--- config.mk ---
export PLATFORM = sky130hd
export DESIGN_NAME = fit_policy_partition_allocator_core
export DESIGN_NICKNAME = d
export VERILOG_FILES = /design/src/hdl/fpa_pkg.sv /design/src/hdl/fit_policy_partition_allocator_core.sv
export SDC_FILE = /design/constraint.sdc
export NUM_CORES = 1
export LEC_CHECK = 0
export BUFFER_PORTS_ARGS = -buffer_cell sky130_fd_sc_hd__buf_2
export CORE_AREA = 2 2 139 141
export CTS_CLUSTER_SIZE = 20
export DETAILED_ROUTE_END_ITERATION = 8
export DIE_AREA = 0 0 141 143
export PLACE_DENSITY = 0.86
export SLEW_MARGIN = 20
export SYNTH_ARGS = -nofsm -noshare
export SYNTH_HDL_FRONTEND = slang
export SYNTH_SLANG_ARGS = --single-unit
export TNS_END_PERCENT = 5
--- constraint.sdc ---
create_clock -name aclk -period 4 [get_ports aclk]
set_clock_uncertainty 0.15 [all_clocks]
set_input_delay 0.2 -clock aclk [delete_from_list [all_inputs] [get_ports aclk]]
set_output_delay 0.2 -clock aclk [all_outputs]
set_load 0.02 [all_outputs]
--- src/hdl/fpa_pkg.sv ---
// shared types and codes for the fit-policy partition allocator
package fpa_pkg;

    // input word kinds carried on s_tuser
    localparam logic OP_LOAD    = 1'b0;
    localparam logic OP_REQUEST = 1'b1;

    // configuration register indexes
    localparam int          CFG_ADDR_W    = 1;
    localparam int          CFG_DATA_W    = 4;
    localparam logic [0:0]  REG_FIT_MODE  = 1'b0;
    localparam logic [0:0]  REG_PART_CNT  = 1'b1;

    // stream field widths
    localparam int IDX_FIELD_W = 3;
    localparam int AMT_FIELD_W = 16;
    localparam int TDATA_W     = 24;

    // placement policies (code three falls back to first fit)
    typedef enum logic [1:0] {
        FIT_FIRST = 2'd0,
        FIT_BEST  = 2'd1,
        FIT_WORST = 2'd2
    } fit_mode_t;

    // sequencer states
    typedef enum logic [1:0] {
        ST_IDLE,
        ST_SCAN,
        ST_DRAIN,
        ST_WRITE
    } fpa_state_t;

endpackage

--- src/hdl/fit_policy_partition_allocator_core.sv ---
// fit-policy partition allocator: capacity memory, scan sequencer and result register
//
//  channel   direction  handshake            payload
//  s_        in         s_tvalid / s_tready  tuser op, tdata index + amount
//  m_        out        m_tvalid / m_tready  tuser granted, tdata partition + left over
//  cfg_      in         cfg_wr_en            cfg_addr register, cfg_wdata value
//
// a load word produces no result
// a request scans the active partitions, then drains the compare and writes its result:
// one partition per cycle is read from the capacity memory and fed through the shared
// compare unit; the result write waits while the previous result still waits on m_tready
// s_tready is low from a request's acceptance until its result enters the output register
// aresetn is synchronous, active low; valid bits make every partition read as zero capacity
module fit_policy_partition_allocator_core #(
    parameter int MAX_PARTITIONS = 8,
    parameter int SIZE_BITS      = 16
) (
    input  logic                          aclk,
    input  logic                          aresetn,
    // configuration write port
    input  logic                          cfg_wr_en,
    input  logic [fpa_pkg::CFG_ADDR_W-1:0] cfg_addr,
    input  logic [fpa_pkg::CFG_DATA_W-1:0] cfg_wdata,
    // input stream
    input  logic                          s_tvalid,
    output logic                          s_tready,
    input  logic                          s_tuser,   // operation
    input  logic [fpa_pkg::TDATA_W-1:0]   s_tdata,   // partition_index[2:0], amount[18:3]
    // result stream
    output logic                          m_tvalid,
    input  logic                          m_tready,
    output logic                          m_tuser,   // granted
    output logic [fpa_pkg::TDATA_W-1:0]   m_tdata    // chosen_partition[2:0], left_over[18:3]
);
    import fpa_pkg::*;

    localparam int IDX_W = (MAX_PARTITIONS > 1) ? $clog2(MAX_PARTITIONS) : 1;
    localparam int CNT_W = $clog2(MAX_PARTITIONS + 1);
    localparam int AMT_W = (SIZE_BITS > AMT_FIELD_W) ? SIZE_BITS : AMT_FIELD_W;
    localparam int PIX_W = (IDX_W > IDX_FIELD_W) ? IDX_W : IDX_FIELD_W;
    localparam int PAD_W = TDATA_W - IDX_FIELD_W - AMT_FIELD_W;

    // configuration registers
    logic [1:0]           fit_mode_reg;
    logic [3:0]           part_cnt_reg;

    // capacity memory and per-entry valid bits
    logic [SIZE_BITS-1:0] cap_mem [MAX_PARTITIONS];
    logic [MAX_PARTITIONS-1:0] cap_vld_reg;
    logic                 mem_we;
    logic [IDX_W-1:0]     mem_waddr;
    logic [SIZE_BITS-1:0] mem_wdata;
    logic [IDX_W-1:0]     rd_addr;
    logic [SIZE_BITS-1:0] rd_data_reg;
    logic                 rd_vld_reg;

    // sequencer and scan state
    fpa_state_t           state_reg, state_next;
    logic [CNT_W-1:0]     issue_reg, issue_next;
    logic                 cmp_vld_reg;
    logic [IDX_W-1:0]     cmp_idx_reg;
    logic [SIZE_BITS-1:0] amt_reg, amt_next;
    logic                 found_reg, found_next;
    logic [IDX_W-1:0]     pick_reg, pick_next;
    logic [SIZE_BITS-1:0] best_reg, best_next;

    // output register
    logic                 m_tvalid_reg, m_tvalid_next;
    logic                 m_tuser_reg, m_tuser_next;
    logic [TDATA_W-1:0]   m_tdata_reg, m_tdata_next;

    // decoded input fields
    logic [IDX_FIELD_W-1:0] in_idx;
    logic [AMT_W-1:0]       in_amt_wide;
    logic [SIZE_BITS-1:0]   in_amt;
    logic [PIX_W-1:0]       in_idx_wide;
    logic                   load_ok;

    // shared compare unit and write-back arithmetic
    logic [SIZE_BITS-1:0] cap_val;
    logic                 qualifies;
    logic                 better;
    logic [SIZE_BITS-1:0] left_val;
    logic [AMT_W-1:0]     left_wide;
    logic [PIX_W-1:0]     pick_wide;

    // active partition count, saturated at the memory depth
    logic [7:0]           cnt8;
    logic [CNT_W-1:0]     active_cnt;

    assign s_tready = (state_reg == ST_IDLE);
    assign m_tvalid = m_tvalid_reg;
    assign m_tuser  = m_tuser_reg;
    assign m_tdata  = m_tdata_reg;

    assign in_idx      = s_tdata[IDX_FIELD_W-1:0];
    assign in_amt_wide = AMT_W'(s_tdata[IDX_FIELD_W +: AMT_FIELD_W]);
    assign in_amt      = in_amt_wide[SIZE_BITS-1:0];
    assign in_idx_wide = PIX_W'(in_idx);
    assign load_ok     = (32'(in_idx) < MAX_PARTITIONS);

    assign cnt8       = (8'(part_cnt_reg) > 8'(MAX_PARTITIONS)) ? 8'(MAX_PARTITIONS)
                                                               : 8'(part_cnt_reg);
    assign active_cnt = CNT_W'(cnt8);

    assign rd_addr = issue_reg[IDX_W-1:0];

    // compare the partition read last cycle against the request and the current pick
    assign cap_val   = rd_vld_reg ? rd_data_reg : '0;
    assign qualifies = (cap_val >= amt_reg);
    always_comb begin
        case (fit_mode_reg)
            FIT_BEST:  better = (cap_val < best_reg);
            FIT_WORST: better = (cap_val > best_reg);
            default:   better = 1'b0;
        endcase
    end

    assign left_val  = best_reg - amt_reg;
    assign left_wide = AMT_W'(left_val);
    assign pick_wide = PIX_W'(pick_reg);

    // configuration writes
    always_ff @(posedge aclk) begin
        if (!aresetn) begin
            fit_mode_reg <= FIT_FIRST;
            part_cnt_reg <= 4'd8;
        end else if (cfg_wr_en) begin
            unique case (cfg_addr)
                REG_FIT_MODE: fit_mode_reg <= cfg_wdata[1:0];
                REG_PART_CNT: part_cnt_reg <= cfg_wdata[3:0];
                default:      ;
            endcase
        end
    end

    // capacity memory: one write port, one registered read port
    always_ff @(posedge aclk) begin
        if (mem_we) begin
            cap_mem[mem_waddr] <= mem_wdata;
        end
        rd_data_reg <= cap_mem[rd_addr];
    end

    // valid bits, cleared by reset so unwritten partitions hold no capacity
    always_ff @(posedge aclk) begin
        if (!aresetn) begin
            cap_vld_reg <= '0;
            rd_vld_reg  <= 1'b0;
        end else begin
            if (mem_we) begin
                cap_vld_reg[mem_waddr] <= 1'b1;
            end
            rd_vld_reg <= cap_vld_reg[rd_addr];
        end
    end

    // state register and datapath registers
    always_ff @(posedge aclk) begin
        if (!aresetn) begin
            state_reg    <= ST_IDLE;
            cmp_vld_reg  <= 1'b0;
            m_tvalid_reg <= 1'b0;
            found_reg    <= 1'b0;
            issue_reg    <= '0;
        end else begin
            state_reg    <= state_next;
            cmp_vld_reg  <= (state_reg == ST_SCAN);
            m_tvalid_reg <= m_tvalid_next;
            found_reg    <= found_next;
            issue_reg    <= issue_next;
        end
        cmp_idx_reg <= rd_addr;
        amt_reg     <= amt_next;
        pick_reg    <= pick_next;
        best_reg    <= best_next;
        m_tuser_reg <= m_tuser_next;
        m_tdata_reg <= m_tdata_next;
    end

    // sequencer: next state, scan bookkeeping, write-back and result
    always_comb begin
        state_next    = state_reg;
        issue_next    = issue_reg;
        amt_next      = amt_reg;
        found_next    = found_reg;
        pick_next     = pick_reg;
        best_next     = best_reg;
        mem_we        = 1'b0;
        mem_waddr     = in_idx_wide[IDX_W-1:0];
        mem_wdata     = in_amt;
        m_tvalid_next = m_tvalid_reg && !m_tready;
        m_tuser_next  = m_tuser_reg;
        m_tdata_next  = m_tdata_reg;

        // fold in the partition whose capacity arrived this cycle
        if (cmp_vld_reg && qualifies && (!found_reg || better)) begin
            found_next = 1'b1;
            pick_next  = cmp_idx_reg;
            best_next  = cap_val;
        end

        unique case (state_reg)
            ST_IDLE: begin
                if (s_tvalid) begin
                    if (s_tuser == OP_LOAD) begin
                        mem_we = load_ok;
                    end else begin
                        amt_next   = in_amt;
                        found_next = 1'b0;
                        issue_next = '0;
                        state_next = (active_cnt == '0) ? ST_WRITE : ST_SCAN;
                    end
                end
            end
            ST_SCAN: begin
                issue_next = issue_reg + CNT_W'(1);
                if (issue_reg == active_cnt - CNT_W'(1)) begin
                    state_next = ST_DRAIN;
                end
            end
            ST_DRAIN: begin
                state_next = ST_WRITE;
            end
            ST_WRITE: begin
                if (!m_tvalid_reg || m_tready) begin
                    m_tvalid_next = 1'b1;
                    m_tuser_next  = found_reg;
                    if (found_reg) begin
                        mem_we       = 1'b1;
                        mem_waddr    = pick_reg;
                        mem_wdata    = left_val;
                        m_tdata_next = {PAD_W'(0), left_wide[AMT_FIELD_W-1:0],
                                        pick_wide[IDX_FIELD_W-1:0]};
                    end else begin
                        m_tdata_next = '0;
                    end
                    state_next = ST_IDLE;
                end
            end
            default: begin
                state_next = ST_IDLE;
            end
        endcase
    end

endmodule

==> impl_summary.log, run 1 <==
[metrics] flop2flop setup slack: 640 ps
[metrics] Worst IR Drop VDD: roughly 0.00027 V
[metrics] share of layout cells above drive strength 1: 0.2000
[metrics] total vias in the final route: 6468
[metrics] Crit Reg-Reg Startpoint: amt_reg[0]
[metrics] Min-Delay Path Class: input pin to flop
[metrics] clock tree from TritonCTS: done
[metrics] post-placement worst setup slack: between 600 and 700 ps
[metrics] top fanout value on the critical path: 8
[metrics] prevailing post-synth register cell: edfxtp_1
[metrics] Setup Buffers After CTS: 0
[metrics] Via-to-Cell Ratio: roughly 6.1
[metrics] Longest Clk Path Bufs: 3
[metrics] cell area after technology mapping: slightly above 10000 um2
[metrics] total die area: 20160 um2
[metrics] number of buffers inserted for hold repair after clock tree synthesis: 33
[metrics] starting density of the core: 0.5444
[metrics] number of enable flip-flop cells after synthesis: 183
[metrics] DPL Wire Length: around 14000 um
[metrics] required time of the critical path: 4030 ps
[metrics] number of instances resized during post-cts repair: 0
[metrics] First DRT Iteration DRCs: between 700 and 800
[metrics] cell area power density: between 400 and 500 nW/um2
[metrics] latest clock arrival within the worst-skew pair: 500 ps
[metrics] reg-to-reg critical path endpoint: cap_mem[0][8]
[metrics] overall fraction of global-route tracks in use: 0.2363
[metrics] post-layout utilization of the core: 0.6368
[metrics] weighted congestion at the end of routability-driven global placement: between 0.8 and 0.9
[metrics] sequential area share after synthesis: 0.6284
[metrics] number of global-route vias before repair: 6584
[metrics] Worst Setup Slack, final: between 600 and 700 ps
[metrics] leakage power: 4.479 nW
[metrics] Die W: 141 um
[metrics] final-report hold violation count: 0
[metrics] period utilisation layout: 0.8390
[metrics] max-cap check violation count: 0
[metrics] setup repair after global routing missed its margin: false
[metrics] drt total wl: 23500 um
[metrics] worst hold stages: 5
[metrics] Core Box Area: roughly 19000 um2
[metrics] sort of element at the start of the critical path: flop
[metrics] number of nets in the finished design: 896
[metrics] root buffer cell: clkbuf_16
[metrics] hold path startpoint: s_tvalid
[metrics] global-route wire length before repair: around 36000 um
[metrics] global route overflow: 0
[metrics] total of buffers placed on input and output ports: between 50 and 60
[metrics] DRT Pass-1 Iters: 5
[metrics] WL/cell: ~22 um
[metrics] start-to-end type of the worst setup path: flop to flop
[metrics] total power consumption of the routed design: between 5 and 6 mW
[metrics] outcome: complete, no violations
[metrics] number of distinct library cell variants in the gate-level netlist after synthesis: between 60 and 70
[metrics] Fmax: a little under 0.3 GHz
[metrics] async set-reset flop share out of synthesis: 0
[metrics] Worst Hold Slack: roughly 56 ps
[metrics] CP endpoint kind: flop
[metrics] TritonCTS Sinks: roughly 230
[metrics] pin count of the biggest net entering global routing: slightly above 40
[metrics] flip-flop count of the largest register, all copies and words added: between 100 and 150
[metrics] Core Rows: 50
[metrics] final setup vio count: 0
[metrics] Antenna Violating Nets Remaining: 0
[metrics] level count of the clock H-tree: 1
[metrics] TritonCTS Buffers: 22
[metrics] antenna violations before repair: 1
[metrics] setup tns final: 0 ps
[metrics] Cells after Synth: 706
[metrics] DR DRC count: 0
[metrics] Worst R2R Path Depth: 9
[metrics] relative max-transition margin: 0.3538
[metrics] number of warning messages in the yosys log: 0
[metrics] Pins Over Slew Limit: 0
[metrics] overall die height: approximately 140 um
[metrics] total I/O pin count: a little over 60
[metrics] mean cell area of the mapped netlist: between 10 and 15 um2
[metrics] count of filler cells inserted in the layout: 1177
[metrics] terminating pin of the worst hold path: state_reg[0]
[metrics] minimum period implied by the final worst setup slack: between 3000 and 4000 ps
[metrics] area added between synthesis and finish: 16.98%
[metrics] count of state elements after synthesis: about 230
[metrics] worst slew pin tran: around 970 ps
[metrics] clock-pin transition on the worst setup and hold timing paths: approximately 70 ps
[metrics] Arrival @ worst endpoint: 3380 ps
-- worst max path at each step --
stage,depth (start not counted),endpoint,slack (ps),startpoint
final,9,cap_mem[0][8],640,amt_reg[0]
after global routing,9,cap_mem[0][8],400,amt_reg[0]
after CTS,11,best_reg[7],650,rd_vld_reg
after detailed placement,9,best_reg[0],680,rd_vld_reg
after global placement,9,best_reg[0],740,rd_vld_reg
after floorplan,10,best_reg[0],130,rd_vld_reg
-- per-layer routing --
layer / vias up / track usage / routed length (um)
li1: 2846 / - / -
met1: 3173 / 0.3041 / 9186
met2: 358 / 0.4000 / 11590
met3: 91 / 0.03622 / 1601
met4: 0 / 0.1079 / 1131
met5: - / 0 / 0
-- kinds of logic after synthesis --
logic type	count (synthesis)	share of synthesized area
AO/OA/AOI/OAI	101	0.06915
XOR/XNOR	17	0.01472
adder cells (fa/ha/maj)	54	0.06717
buffers and inverters	72	0.02907
flip-flops	226	0.6284
multiplexers	58	0.1019
other	1	0.0003707
AND/OR/NAND/NOR	177	0.08919
-- metrics by stage --
stage                     instance area (um2)  instances
after floorplan                         10130        710
after detailed placement                10700        986
after CTS                               11820       1059
final                                   11830       1060
after global placement                  10700        986
after global routing                    11830       1060
-- power breakdown --
group          internal [mW]  switching, mW  total [mW]
logic                  0.309          0.464       0.772
clock network           1.36          0.865        2.22
registers               2.68         0.0574        2.74
total                   4.34           1.39        5.73
-- layout make-up --
| class | count | area [um2] | area share |
|---|---|---|---|
| repair buffers | 100 | 718.2 | 0.06070 |
| clock inverters | 11 | 128.9 | 0.01089 |
| flip-flops and latches | 226 | 6357 | 0.5373 |
| well taps | 234 | 292.8 | 0.02474 |
| clock buffers | 29 | 660.6 | 0.05583 |
| multi-input cells | 412 | 3496 | 0.2954 |
| inverters | 47 | 176.4 | 0.01491 |
| diodes | 1 | 2.502 | 0.0002115 |
-- critical path: stages (launching register included) --
cell and delay (ps):
edfxtp_1 460, ha_1 270, fa_1 410, nor2b_1 170, o31a_1 190, o21a_1 150
o21a_1 180, o21ai_1 90, and3_1 240, o31ai_1 700
-- Yosys cell counts (all sizes together), types with 3 or more instances --
cell	number	area share
inv	45	0.017
nand2b	7	0.0043
and3	5	0.0032
mux2	20	0.022
nand3	13	0.0064
o31ai	5	0.0042
nor3	10	0.0049
o211ai	3	0.0022
xnor2	11	0.0095
buf	12	0.0068
o21ai	16	0.0079
nor2b	7	0.0043
ha	51	0.063
mux2i	4	0.0040
nand4	4	0.0025
mux4	34	0.076
clkbuf	13	0.0048
a221oi	3	0.0032
xor2	6	0.0052
o21a	14	0.010
nor4	3	0.0019
a211oi	3	0.0022
a21oi	24	0.012
dfxtp	43	0.085
and2	32	0.020
a31oi	6	0.0037
a21o	10	0.0074
edfxtp	183	0.54
nor3b	4	0.0030
nor2	35	0.013
nand2	47	0.017
-- placed cells by master (no fill, tap or decap), types with 7 or more instances in the layout --
cell type      Yosys  routed
buf_2              4      51
nand2_1           47      47
o21a_1            14      14
nor2b_1            7       7
a21o_1            10      10
edfxtp_1         183     183
clkbuf_16          0      25
nor3_1            10      10
nand3_1           13      13
mux4_2            34      34
and2_1            31      31
buf_4              5      15
o21ai_0           12      12
a21oi_1           24      24
nand2b_1           7       7
dlygate4sd3_1      0      33
mux2_2            20      20
dfxtp_1           43      42
xnor2_1           11      11
inv_1             45      45
ha_1              51      51
nor2_1            35      35
Note: power is estimated with default switching activity, not from simulation.
==> run 2: changes to the inputs <==
--- a/config.mk
+++ b/config.mk
@@ -6,11 +6,11 @@
 export NUM_CORES = 1
 export LEC_CHECK = 0
 export BUFFER_PORTS_ARGS = -buffer_cell sky130_fd_sc_hd__buf_2
-export CORE_AREA = 2 2 139 141
+export CORE_AREA = 2 2 138 140
 export CTS_CLUSTER_SIZE = 20
 export DETAILED_ROUTE_END_ITERATION = 8
-export DIE_AREA = 0 0 141 143
-export PLACE_DENSITY = 0.86
+export DIE_AREA = 0 0 140 142
+export PLACE_DENSITY = 0.84
 export SLEW_MARGIN = 20
 export SYNTH_ARGS = -nofsm -noshare
 export SYNTH_HDL_FRONTEND = slang
==> constraint.sdc (replaced) <==
create_clock -name aclk -period 3.1 [get_ports aclk]
set_clock_uncertainty 0.15 [all_clocks]
set_input_delay 0.155 -clock aclk [delete_from_list [all_inputs] [get_ports aclk]]
set_output_delay 0.155 -clock aclk [all_outputs]
set_load 0.02 [all_outputs]
==> run 2 against run 1 <==
The flow now finishes with violations (design-rule violations). Fmax increased by 11%. Clock power increased by 34%. Register-to-register slack got worse by 570 ps. Core utilization increased by 1.4 points. Combinational power increased by 31%. Global-route usage decreased by 0.19 points. Flip-flop and latch count unchanged. First-iteration DRC count decreased by 5.8%. Cell count increased by 1.5%. Sequential share of layout area decreased by 0.82 points. Sequential power increased by 29%.
==> impl_summary.log, run 2 (synthesis results as in run 1) <==
[metrics] DRT Pass-1 Iters: 9
[metrics] weighted congestion at the end of routability-driven global placement: 0.8880
[metrics] GR Util met2: 0.4172
[metrics] global routing met1 resource utilization: 0.2999
[metrics] starting density of the core: 0.5481
[metrics] clock-pin transition on the worst setup and hold timing paths: around 60 ps
[metrics] global-route wire length before repair: 35380 um
[metrics] Worst R2R Path Depth: 9
[metrics] power share of the clock group: 0.395
[metrics] worst hold stages: 5
[metrics] pin count of the biggest net entering global routing: 40
[metrics] overall fraction of global-route tracks in use: 0.2344
[metrics] CP endpoint kind: flop
[metrics] Pins Over Slew Limit: 0
[metrics] Setup Buffers After CTS: 0
[metrics] Worst Setup Slack, final: 77.37 ps
[metrics] total die area: roughly 20000 um2
[metrics] antenna violations before repair: 0
[metrics] period utilisation layout: 0.9750
[metrics] post-layout utilization of the core: 0.6513
[metrics] internal power: around 5.7 mW
[metrics] WL/cell: 21.60 um
[metrics] most common cell after layout, fill and taps aside: edfxtp_1
[metrics] switching part of the total: 0.2421
[metrics] peak-usage layer in the global routing report: met2
[metrics] Comb power frac: 0.134
[metrics] number of global-route vias before repair: ~6400
[metrics] failing checks: design-rule violations
[metrics] count of filler cells inserted in the layout: between 1000 and 1500
[metrics] number of nets in the finished design: roughly 910
[metrics] Min-Delay Path Class: input pin to flop
[metrics] Worst Setup SP: rd_vld_reg
[metrics] Switch Pwr: approximately 1.8 mW
[metrics] met3 Use GR: 0.03230
[metrics] TritonCTS Sinks: ~230
[metrics] Arrival @ worst endpoint: roughly 3100 ps
[metrics] flop2flop setup slack: about 77 ps
[metrics] flip-flop count of the largest register, all copies and words added: 128
[metrics] Via-to-Cell Ratio: around 5.9
[metrics] hold path startpoint: s_tuser
[metrics] final-report hold violation count: 0
[metrics] sequential power share: 0.470
[metrics] DR DRC count: 3
[metrics] level count of the clock H-tree: 1
[metrics] Core Box Area: 18460 um2
[metrics] overall die height: 142 um
[metrics] drt total wl: 23240 um
[metrics] sort of element at the start of the critical path: flop
[metrics] top fanout value on the critical path: 19
[metrics] share of layout cells above drive strength 1: 0.2185
[metrics] total instance count after detailed placement: between 900 and 1000
[metrics] top library cells by usage in the layout, fill and taps aside: edfxtp_1 (183), buf_2 (51), ha_1 (50)
[metrics] minimum period implied by the final worst setup slack: about 3000 ps
[metrics] Longest Clk Path Bufs: 3
[metrics] post-placement worst setup slack: around 91 ps
[metrics] total of buffers placed on input and output ports: between 50 and 60
[metrics] relative max-transition margin: 0.3331
[metrics] cell area power density: approximately 630 nW/um2
[metrics] TritonCTS Buffers: 23
[metrics] total I/O pin count: slightly above 60
[metrics] count of inserted antenna diode cells: 0
[metrics] Antenna Violating Nets Remaining: 0
[metrics] Crit Reg-Reg Startpoint: rd_vld_reg
[metrics] max-cap check violation count: 0
[metrics] DPL Wire Length: roughly 15000 um
[metrics] global route overflow: 0
[metrics] leakage power: approximately 4.6 nW
[metrics] required time of the critical path: around 3200 ps
[metrics] worst slew pin tran: between 900 and 1000 ps
[metrics] Fmax: between 0.3 and 0.4 GHz
[metrics] First DRT Iteration DRCs: 670
[metrics] setup tns final: 0 ps
[metrics] latest clock arrival within the worst-skew pair: between 500 and 600 ps
[metrics] Core Rows: 50
[metrics] root buffer cell: clkbuf_16
[metrics] area added between synthesis and finish: 18.83%
[metrics] start-to-end type of the worst setup path: flop to flop
[metrics] Die W: between 100 and 150 um
[metrics] total vias in the final route: around 6400
[metrics] clock tree from TritonCTS: done
[metrics] Worst IR Drop VDD: between 0.0003 and 0.0004 V
[metrics] outcome: finished, violations left
[metrics] Cell Count, Final, Fillers Out: 1076
[metrics] final setup vio count: 0
run 2: changes by cell type in the layout (fill, tap and decap cells not counted), moves of 2 or more:
cell           before  now
dlygate4sd3_1      33   35
clkbuf_16          25   23
bufinv_16           3    5
buf_4              15   27
clkinvlp_4          0    2
o31ai_2             3    1
run 2: worst paths after layout:
check,to
worst max-delay path,pick_reg[2]
worst min-delay path,issue_reg[1]
worst max register to register,pick_reg[2]
worst min register to register,pick_reg[1]
run 2: power groups by stage:
| stage | combinational [mW] | clock (mW) | sequential (mW) |
|---|---|---|---|
| after floorplan | 0.649 | 0 | 3.60 |
| after global placement | 0.910 | 0 | 3.59 |
| after detailed placement | 0.936 | 0 | 3.60 |
| after CTS | 0.982 | 3.00 | 3.54 |
| after global routing | 1.09 | 3.13 | 3.55 |
| final | 1.01 | 2.98 | 3.54 |
run 2: what timing repair did:
| action | CTS | global route |
|---|---|---|
| hold buffers | 35 | 0 |
| resized for setup | 0 | 2 |
| setup endpoints to repair | 0 | 16 |
| hold endpoints to repair | 73 | 0 |
run 2: stage by stage:
stage	cell area (um2)	hold slack [ps]	total power [mW]
after floorplan	10180	103.9	4.245
after global placement	10840	195.8	4.502
final	12020	113.3	7.528
after global routing	12020	161.4	7.773
after CTS	12000	19.89	7.524
after detailed placement	10840	204.1	4.536
run 2: critical path: stages (launching register included):
cell	delay [ps]
dfxtp_2	400
and2_4	200
ha_4	200
and2_0	140
a221o_1	310
a221oi_2	300
o211ai_1	180
or3b_1	450
a31oi_4	200
buf_12	190
run 2: layer usage:
layer,vias to the layer above,part of all wire
li1,2880,-
met1,3163,0.40
met2,268,0.52
met3,53,0.058
met4,0,0.027
met5,-,0
run 2: layout make-up:
class                           instances  area, um2  area share
Timing Repair Buffer                  115      848.3     0.07058
Clock buffer                           27      610.6     0.05080
Clock inverter                         15      205.2     0.01707
Sequential cell                       226       6359      0.5290
Multi-Input combinational cell        412       3527      0.2935
Inverter                               47      176.4     0.01468
Tap cell                              234      292.8     0.02436
